[config.mk]
export PLATFORM = sky130hd
export DESIGN_NAME = zero_order_hold_resampler
export DESIGN_NICKNAME = d
export VERILOG_FILES = /design/src/rtl/zohr_pkg.sv /design/src/rtl/zohr_fmt.sv /design/src/rtl/zohr_step.sv /design/src/rtl/zohr_ctrl.sv /design/src/rtl/zero_order_hold_resampler.sv
export VERILOG_INCLUDE_DIRS = /design/src /design/src/rtl
export SDC_FILE = /design/constraint.sdc
export NUM_CORES = 1
export LEC_CHECK = 0
export BUFFER_PORTS_ARGS = -buffer_cell sky130_fd_sc_hd__buf_2
export CORE_UTILIZATION = 35
export DETAILED_ROUTE_END_ITERATION = 16
export GPL_ROUTABILITY_DRIVEN = 0
export PLACE_DENSITY_LB_ADDON = 0.15
export SLEW_MARGIN = 20
export SYNTH_ARGS = -nofsm -noshare
export SYNTH_HDL_FRONTEND = slang
export SYNTH_SLANG_ARGS = --single-unit
[constraint.sdc]
create_clock -name clk -period 11 [get_ports clk]
set_input_delay 1.65 -clock clk [delete_from_list [all_inputs] [get_ports clk]]
set_output_delay 1.65 -clock clk [all_outputs]
set_load 0.03 [all_outputs]
[src/rtl/zero_order_hold_resampler_defines.svh]
// assertion macros included by zohr_ctrl
`ifndef ZERO_ORDER_HOLD_RESAMPLER_DEFINES_SVH
`define ZERO_ORDER_HOLD_RESAMPLER_DEFINES_SVH

`ifndef SYNTHESIS
// property checked on every clock edge outside reset
`define ZOHR_ASSERT(lbl, prop, msg) \
	lbl: assert property (@(posedge clk) disable iff (!arst_n) (prop)) else $error(msg);
// condition that must never be true outside reset
`define ZOHR_NEVER(lbl, cond, msg) \
	lbl: assert property (@(posedge clk) disable iff (!arst_n) !(cond)) else $error(msg);
`else
`define ZOHR_ASSERT(lbl, prop, msg)
`define ZOHR_NEVER(lbl, cond, msg)
`endif

`endif

[src/rtl/zohr_pkg.sv]
`default_nettype none
package zohr_pkg;

	// widths
	localparam int RATE_W   = 18;
	localparam int ACC_W    = 19;
	localparam int SAMPLE_W = 16;
	localparam int ADDR_W   = 4;
	localparam int DATA_W   = 32;

	// run limits
	localparam int MAX_RUN = 45;
	localparam int CNT_W   = 6;
	localparam logic [RATE_W-1:0] MIN_RATE   = 18'd1000;
	localparam logic [RATE_W-1:0] RESET_RATE = 18'd44100;

	// register addresses
	localparam logic [ADDR_W-1:0] ADDR_NATIVE_RATE  = 4'h0;
	localparam logic [ADDR_W-1:0] ADDR_STEREO_IN    = 4'h4;
	localparam logic [ADDR_W-1:0] ADDR_WIDE_SAMPLES = 4'h8;

	// sequencer states
	typedef enum logic {
		ST_IDLE,
		ST_RUN
	} state_t;

	// emit control from sequencer to output register
	typedef struct packed {
		logic emit;
		logic last;
	} ctl_t;

endpackage
`default_nettype wire

[src/rtl/zohr_fmt.sv]
`default_nettype none
module zohr_fmt (
	input  wire logic [zohr_pkg::SAMPLE_W-1:0] first_sample,
	input  wire logic [zohr_pkg::SAMPLE_W-1:0] second_sample,
	input  wire logic                          stereo_in,
	input  wire logic                          wide_samples,
	output logic signed [zohr_pkg::SAMPLE_W-1:0] left,
	output logic signed [zohr_pkg::SAMPLE_W-1:0] right
);
	import zohr_pkg::*;

	logic [SAMPLE_W-1:0] first_byte_word;
	logic [SAMPLE_W-1:0] second_byte_word;
	logic [SAMPLE_W-1:0] first_word;
	logic [SAMPLE_W-1:0] second_word;

	// unsigned byte to signed word: (b - 128) * 256
	assign first_byte_word  = {~first_sample[7], first_sample[6:0], 8'h00};
	assign second_byte_word = {~second_sample[7], second_sample[6:0], 8'h00};

	// sample size select
	assign first_word  = wide_samples ? first_sample : first_byte_word;
	assign second_word = wide_samples ? second_sample : second_byte_word;

	// mono duplicates the first word
	assign left  = first_word;
	assign right = stereo_in ? second_word : first_word;

endmodule
`default_nettype wire

[src/rtl/zohr_step.sv]
`default_nettype none
module zohr_step (
	input  wire logic [zohr_pkg::ACC_W-1:0]  acc,
	input  wire logic [zohr_pkg::RATE_W-1:0] rate,
	output logic [zohr_pkg::ACC_W-1:0]       diff,
	output logic                             more,
	output logic                             again
);
	import zohr_pkg::*;

	logic [ACC_W-1:0] rate_ext;

	assign rate_ext = {1'b0, rate};

	// one subtract step and the two loop tests around it
	assign more  = acc > rate_ext;
	assign diff  = acc - rate_ext;
	assign again = diff > rate_ext;

endmodule
`default_nettype wire

[src/rtl/zohr_ctrl.sv]
`default_nettype none
`include "zero_order_hold_resampler_defines.svh"
module zohr_ctrl #(
	parameter int unsigned OUTPUT_RATE = 44100
) (
	input  wire logic                          clk,
	input  wire logic                          arst_n,
	input  wire logic                          in_fire,
	input  wire logic [zohr_pkg::RATE_W-1:0]   native_rate,
	input  wire logic                          slot_free,
	output logic                               busy,
	output zohr_pkg::ctl_t                     ctl
);
	import zohr_pkg::*;

	state_t            state_q;
	state_t            state_nxt;
	logic [ACC_W-1:0]  acc_q;
	logic [RATE_W-1:0] rate_q;
	logic [CNT_W-1:0]  cnt_q;
	logic [RATE_W-1:0] phase_q;
	logic [RATE_W-1:0] eff_rate;
	logic [ACC_W-1:0]  diff;
	logic              more;
	logic              again;
	logic              done;

	// shared subtract and compare unit
	zohr_step u_step (
		.acc   (acc_q),
		.rate  (rate_q),
		.diff  (diff),
		.more  (more),
		.again (again)
	);

	// low rates are raised to the floor
	assign eff_rate = (native_rate < MIN_RATE) ? MIN_RATE : native_rate;

	// next state
	always_comb begin
		state_nxt = state_q;
		case (state_q)
			ST_IDLE: begin
				if (in_fire) begin
					state_nxt = ST_RUN;
				end
			end
			ST_RUN: begin
				if (done) begin
					state_nxt = ST_IDLE;
				end
			end
			default: state_nxt = ST_IDLE;
		endcase
	end

	// outputs
	always_comb begin
		busy     = 1'b1;
		ctl.emit = 1'b0;
		ctl.last = 1'b0;
		done     = 1'b0;
		case (state_q)
			ST_IDLE: begin
				busy = 1'b0;
			end
			ST_RUN: begin
				ctl.emit = more && slot_free;
				ctl.last = ctl.emit && (!again || cnt_q == CNT_W'(MAX_RUN - 1));
				done     = !more || ctl.last;
			end
			default: busy = 1'b1;
		endcase
	end

	always_ff @(posedge clk or negedge arst_n) begin
		if (!arst_n) begin
			state_q <= ST_IDLE;
		end else begin
			state_q <= state_nxt;
		end
	end

	// accumulator, rate and run counter
	always_ff @(posedge clk or negedge arst_n) begin
		if (!arst_n) begin
			acc_q   <= '0;
			rate_q  <= RESET_RATE;
			cnt_q   <= '0;
			phase_q <= '0;
		end else begin
			if (in_fire) begin
				acc_q  <= {1'b0, phase_q} + ACC_W'(OUTPUT_RATE);
				rate_q <= eff_rate;
				cnt_q  <= '0;
			end else if (ctl.emit) begin
				acc_q <= diff;
				cnt_q <= cnt_q + CNT_W'(1);
			end
			// leftover phase, clamped when the run hits its cap
			if (done) begin
				if (more) begin
					phase_q <= again ? rate_q : diff[RATE_W-1:0];
				end else begin
					phase_q <= acc_q[RATE_W-1:0];
				end
			end
		end
	end

	`ZOHR_NEVER(a_cnt_cap, cnt_q > CNT_W'(MAX_RUN), "run count past cap")
	`ZOHR_ASSERT(a_phase_bound, done |=> phase_q <= rate_q, "phase above rate after run")
	`ZOHR_ASSERT(a_run_cont, (ctl.emit && !ctl.last) |=> state_q == ST_RUN, "run ended early")

endmodule
`default_nettype wire

[src/rtl/zero_order_hold_resampler.sv]
// on acceptance the sequencer state and accumulator are registered, then each word
//   of the run is registered in the output word register; an input yields n <= 45 words,
//   one word per cycle while the output is not stalled, from a single shared subtract/compare step unit
// output stalls hold the run; the next input is taken once the run is done
// reset (arst_n low): phase and held frame cleared, native_rate 44100,
//   stereo and 16-bit input selected, no word pending
`default_nettype none
module zero_order_hold_resampler #(
	parameter int unsigned OUTPUT_RATE = 44100
) (
	input  wire logic                          clk,
	input  wire logic                          arst_n,
	input  wire logic                          psel,
	input  wire logic                          penable,
	input  wire logic                          pwrite,
	input  wire logic [zohr_pkg::ADDR_W-1:0]   paddr,
	input  wire logic [zohr_pkg::DATA_W-1:0]   pwdata,
	output logic [zohr_pkg::DATA_W-1:0]        prdata,
	output logic                               pready,
	input  wire logic                          in_valid,
	output logic                               in_ready,
	input  wire logic [zohr_pkg::SAMPLE_W-1:0] first_sample,
	input  wire logic [zohr_pkg::SAMPLE_W-1:0] second_sample,
	output logic                               out_valid,
	input  wire logic                          out_ready,
	output logic signed [zohr_pkg::SAMPLE_W-1:0] left_out,
	output logic signed [zohr_pkg::SAMPLE_W-1:0] right_out,
	output logic                               last_of_run
);
	import zohr_pkg::*;

	logic [RATE_W-1:0]          native_rate_q;
	logic                       stereo_in_q;
	logic                       wide_samples_q;
	logic                       wr_en;
	logic                       in_fire;
	logic                       busy;
	logic                       slot_free;
	ctl_t                       ctl;
	logic signed [SAMPLE_W-1:0] fmt_left;
	logic signed [SAMPLE_W-1:0] fmt_right;
	logic signed [SAMPLE_W-1:0] held_left_q;
	logic signed [SAMPLE_W-1:0] held_right_q;
	logic                       out_valid_q;
	logic signed [SAMPLE_W-1:0] left_q;
	logic signed [SAMPLE_W-1:0] right_q;
	logic                       last_q;

	// register port
	assign pready = 1'b1;
	assign wr_en  = psel && penable && pwrite;

	always_ff @(posedge clk or negedge arst_n) begin
		if (!arst_n) begin
			native_rate_q  <= RESET_RATE;
			stereo_in_q    <= 1'b1;
			wide_samples_q <= 1'b1;
		end else if (wr_en) begin
			case (paddr)
				ADDR_NATIVE_RATE:  native_rate_q  <= pwdata[RATE_W-1:0];
				ADDR_STEREO_IN:    stereo_in_q    <= pwdata[0];
				ADDR_WIDE_SAMPLES: wide_samples_q <= pwdata[0];
				default: ;
			endcase
		end
	end

	always_comb begin
		case (paddr)
			ADDR_NATIVE_RATE:  prdata = {{(DATA_W-RATE_W){1'b0}}, native_rate_q};
			ADDR_STEREO_IN:    prdata = {{(DATA_W-1){1'b0}}, stereo_in_q};
			ADDR_WIDE_SAMPLES: prdata = {{(DATA_W-1){1'b0}}, wide_samples_q};
			default:           prdata = '0;
		endcase
	end

	// input handshake
	assign in_ready = !busy;
	assign in_fire  = in_valid && in_ready;

	// sample format conversion
	zohr_fmt u_fmt (
		.first_sample  (first_sample),
		.second_sample (second_sample),
		.stereo_in     (stereo_in_q),
		.wide_samples  (wide_samples_q),
		.left          (fmt_left),
		.right         (fmt_right)
	);

	// held frame
	always_ff @(posedge clk or negedge arst_n) begin
		if (!arst_n) begin
			held_left_q  <= '0;
			held_right_q <= '0;
		end else if (in_fire) begin
			held_left_q  <= fmt_left;
			held_right_q <= fmt_right;
		end
	end

	// phase sequencer
	zohr_ctrl #(
		.OUTPUT_RATE (OUTPUT_RATE)
	) u_ctrl (
		.clk         (clk),
		.arst_n      (arst_n),
		.in_fire     (in_fire),
		.native_rate (native_rate_q),
		.slot_free   (slot_free),
		.busy        (busy),
		.ctl         (ctl)
	);

	// output word register
	assign slot_free = !out_valid_q || out_ready;

	always_ff @(posedge clk or negedge arst_n) begin
		if (!arst_n) begin
			out_valid_q <= 1'b0;
		end else if (ctl.emit) begin
			out_valid_q <= 1'b1;
		end else if (out_ready) begin
			out_valid_q <= 1'b0;
		end
	end

	always_ff @(posedge clk) begin
		if (ctl.emit) begin
			left_q  <= held_left_q;
			right_q <= held_right_q;
			last_q  <= ctl.last;
		end
	end

	assign out_valid   = out_valid_q;
	assign left_out    = left_q;
	assign right_out   = right_q;
	assign last_of_run = last_q;

endmodule
`default_nettype wire
==> impl_results.md <==
* Status: finished clean
* CTS resizes at 0
* Final setup viols at 0
* Synth area leader: dfrtp_1
* First-pass GRT wire length at about 35 mm
* H-tree lvl count at 4
* Util after Layout at 0.420
* Synth cell count leaders: 101 x dfrtp_1, 100 x nand2_1, 59 x a21oi_1
* Syn Inst Count at between 800 and 900
* Fin Clk Skew at 0.0166 ns
* Ys async rst share at 0.777
* FP Rows at between 50 and 60
* Post-synth EDFFs at 33
* Slew headroom at 0.290
* Yosys cell types at 60
* Most instantiated library cell after synthesis: dfrtp_1
* Slew Limit Fails at 0
* Final HPWL DP at between 15 and 20 mm
* Die area at between 20000 and 25000 µm²
* Max Freq at between 0.15 and 0.2 GHz
* Layout cells sized above 1 at 0.210
* Critical Path RT at 11.30 ns
* Max cap viols at 0
* Vias in the first global route at approximately 6400
* RR Startpoint: u_ctrl.rate_q[0]
* Fin area at ~9500 µm²
* Worst hold path type: flop to flop
* Post-route ant nets at 0
* Core ar. at 22700 µm²
* Antenna diodes at 0
* Iter 0 DRT Violations at 346
* Worst EP arrival at ~6.5 ns
* Post-synth top area share at 0.310
* CP Class: flop to flop
* Post-CTS setup buffer count at 0
* Starting density of the core at 0.359
* Via count at 6273
* CTS Buf Count at 17
* Ranking of synthesized cells by area: dfrtp_1 31%, edfxtp_1 12%, ha_1 6.0%
* Maximum clock path buffer count at 2
* Busiest layer in global routing: met2
* RSZ-0062 raised after global routing: no
* Initial antenna violation count at 0
* Clock Latency Late Sink at around 0.43 ns
* CP max FO at 15
* Flops & latches, synth at between 100 and 150
* Yosys warns at 0
* Synthesized cell area at 8150 µm²
* Average wire per standard cell at 17.6 µm
* Die Height at about 150 µm
* Tcrit/Tclk final at 0.561
* GRT Total Usage at 0.188
* Primary FF master, synth: dfrtp_1
* DIE WIDTH at 155 µm
* CP Capture Type: flop
* M1 GR Usage at 0.242
* Worst Setup Start Kind: flop
* Root Driver: clkbuf_16
* I/O pins at about 140
* Syn avg cell area at 9.96 µm²
* Drt drc at 0
* Setup TNS at 0 ns
* # port buffers at roughly 110
* Remaining Overflow, GRT at 0
* Met3 Usage GRT at 0.0460
* Hold_sp: held_left_q[10]
* TritonRoute pass-1 iters at 5
* Final Hold Viols at 0
* Placed Area at ~8900 µm²
* Final wirelength at about 21 mm
* Crit path from: u_ctrl.rate_q[0]
* Worst-path clk slew at 0.07 ns
* Post-DR vias/cell at between 5 and 6
* Largest net degree at the start of global routing at 85
* CTS tree: done
* Post-synthesis sequential area ratio at 0.477
* Minimum clock period at between 6 and 7 ns
* Cts hold-fix bufs at 0
* GRT met2 Usage at 0.320
* Nets@finish at ~1000
* Synthesis-to-layout area growth at 17.1%
* Worst Tran Pin Value at between 1 and 1.5 ns
* Clock sink total at around 150
-- kinds of logic (layout without fill, tap and decap cells) --
logic type,Yosys count,in the layout,synth area share
mux,76,76,0.0978
xor+xnor,32,32,0.0344
other cells,2,15,0.000922
buf+inv,81,184,0.0468
flops,148,148,0.477
simple gates,257,257,0.146
compound gates,182,182,0.134
fa+ha+maj,40,40,0.0623
-- worst paths after layout --
check	cells after the start	slack (ns)	endpoint
max	17	4.83	u_ctrl.phase_q[0]
min	0	0.44	left_out[10]
max reg2reg	17	4.83	u_ctrl.phase_q[0]
min reg2reg	0	0.44	left_out[10]
max in group asynchronous	2	8.46	u_ctrl.cnt_q[1]
min in group asynchronous	1	1.27	native_rate_q[1]
-- worst max-delay path, stage by stage (launching register included) --
cell and delay, ns:
dfrtp_1 0.45, ha_1 0.27, fa_1 0.42, nor2b_1 0.19, o21bai_1 0.12, a31oi_1 0.41
a31oi_1 0.22, a211oi_1 0.29, xor2_1 0.31, ha_1 0.19, nand3_1 0.16, nor4_1 0.47
o31ai_1 0.22, o211ai_1 0.20, a211oi_4 0.11, o21bai_1 0.85, and2_1 0.78, mux2_1 0.39
-- final cells by class --
class | instances | area, µm²
clock buffer | 17 | 425
clock inverter | 15 | 189
fill | 2305 | 13200
inverter | 32 | 120
multi-input combinational | 602 | 3950
sequential | 148 | 3890
tap | 285 | 357
timing repair buffer | 120 | 621
-- sequential cells by signal, summed over array words and instances, names as in the netlist --
name and cells:
wide_samples_q 1, u_ctrl.rate_q 18, u_ctrl.acc_q 19, u_ctrl.cnt_q 6
last_of_run 1, held_right_q 16, native_rate_q 18, out_valid 1
u_ctrl.phase_q 18, right_out 16, left_out 16, held_left_q 16
u_ctrl.state_q 1, stereo_in_q 1
-- placed cells by master, fill, tap and decap left out, types with 3 or more instances in the layout --
| master | synthesis | routed |
|---|---|---|
| buf_2 | 5 | 112 |
| dfrtp_1 | 101 | 101 |
| nand2_1 | 100 | 100 |
| a21oi_1 | 59 | 59 |
| o21ai_0 | 57 | 57 |
| nor2_1 | 54 | 54 |
| mux2i_1 | 47 | 47 |
| ha_1 | 39 | 39 |
| edfxtp_1 | 33 | 33 |
| inv_1 | 32 | 31 |
| nand3_1 | 28 | 28 |
| and2_1 | 23 | 23 |
| mux2_2 | 20 | 20 |
| xnor2_1 | 17 | 17 |
| clkbuf_16 | 0 | 17 |
| xor2_1 | 15 | 15 |
| conb_1 | 2 | 15 |
| dfstp_2 | 14 | 14 |
| nand2b_1 | 11 | 11 |
| nor3_1 | 11 | 11 |
| mux2_1 | 9 | 9 |
| a31oi_1 | 8 | 8 |
| buf_4 | 15 | 8 |
| a21o_1 | 7 | 7 |
| a221o_1 | 6 | 6 |
| o22ai_1 | 6 | 6 |
| o31ai_1 | 5 | 5 |
| a211oi_1 | 5 | 5 |
| nand4_1 | 5 | 5 |
| inv_6 | 0 | 5 |
| and3_1 | 4 | 4 |
| o211ai_1 | 4 | 4 |
| nor4_1 | 4 | 3 |
| nor2b_1 | 4 | 3 |
| or2_2 | 3 | 3 |
| o21a_1 | 3 | 3 |
-- stage by stage --
step	setup slack, ns	hold slack, ns	cells
final	4.83	0.441	1219
after floorplan	6.54	0.425	831
after detailed placement	4.86	0.431	1187
after global routing	4.30	0.454	1219
after CTS	4.83	0.441	1219
after global placement	4.93	0.427	1187
-- routing by layer --
| layer | part of all wire | routed length (µm) |
|---|---|---|
| met4 | 0.010 | 216 |
| met3 | 0.044 | 945 |
| met5 | 0 | 0 |
| met2 | 0.49 | 10600 |
| met1 | 0.45 | 9700 |
Power is not shown: default switching activity piles up to over one toggle a cycle in this logic, so the estimate is an artifact.
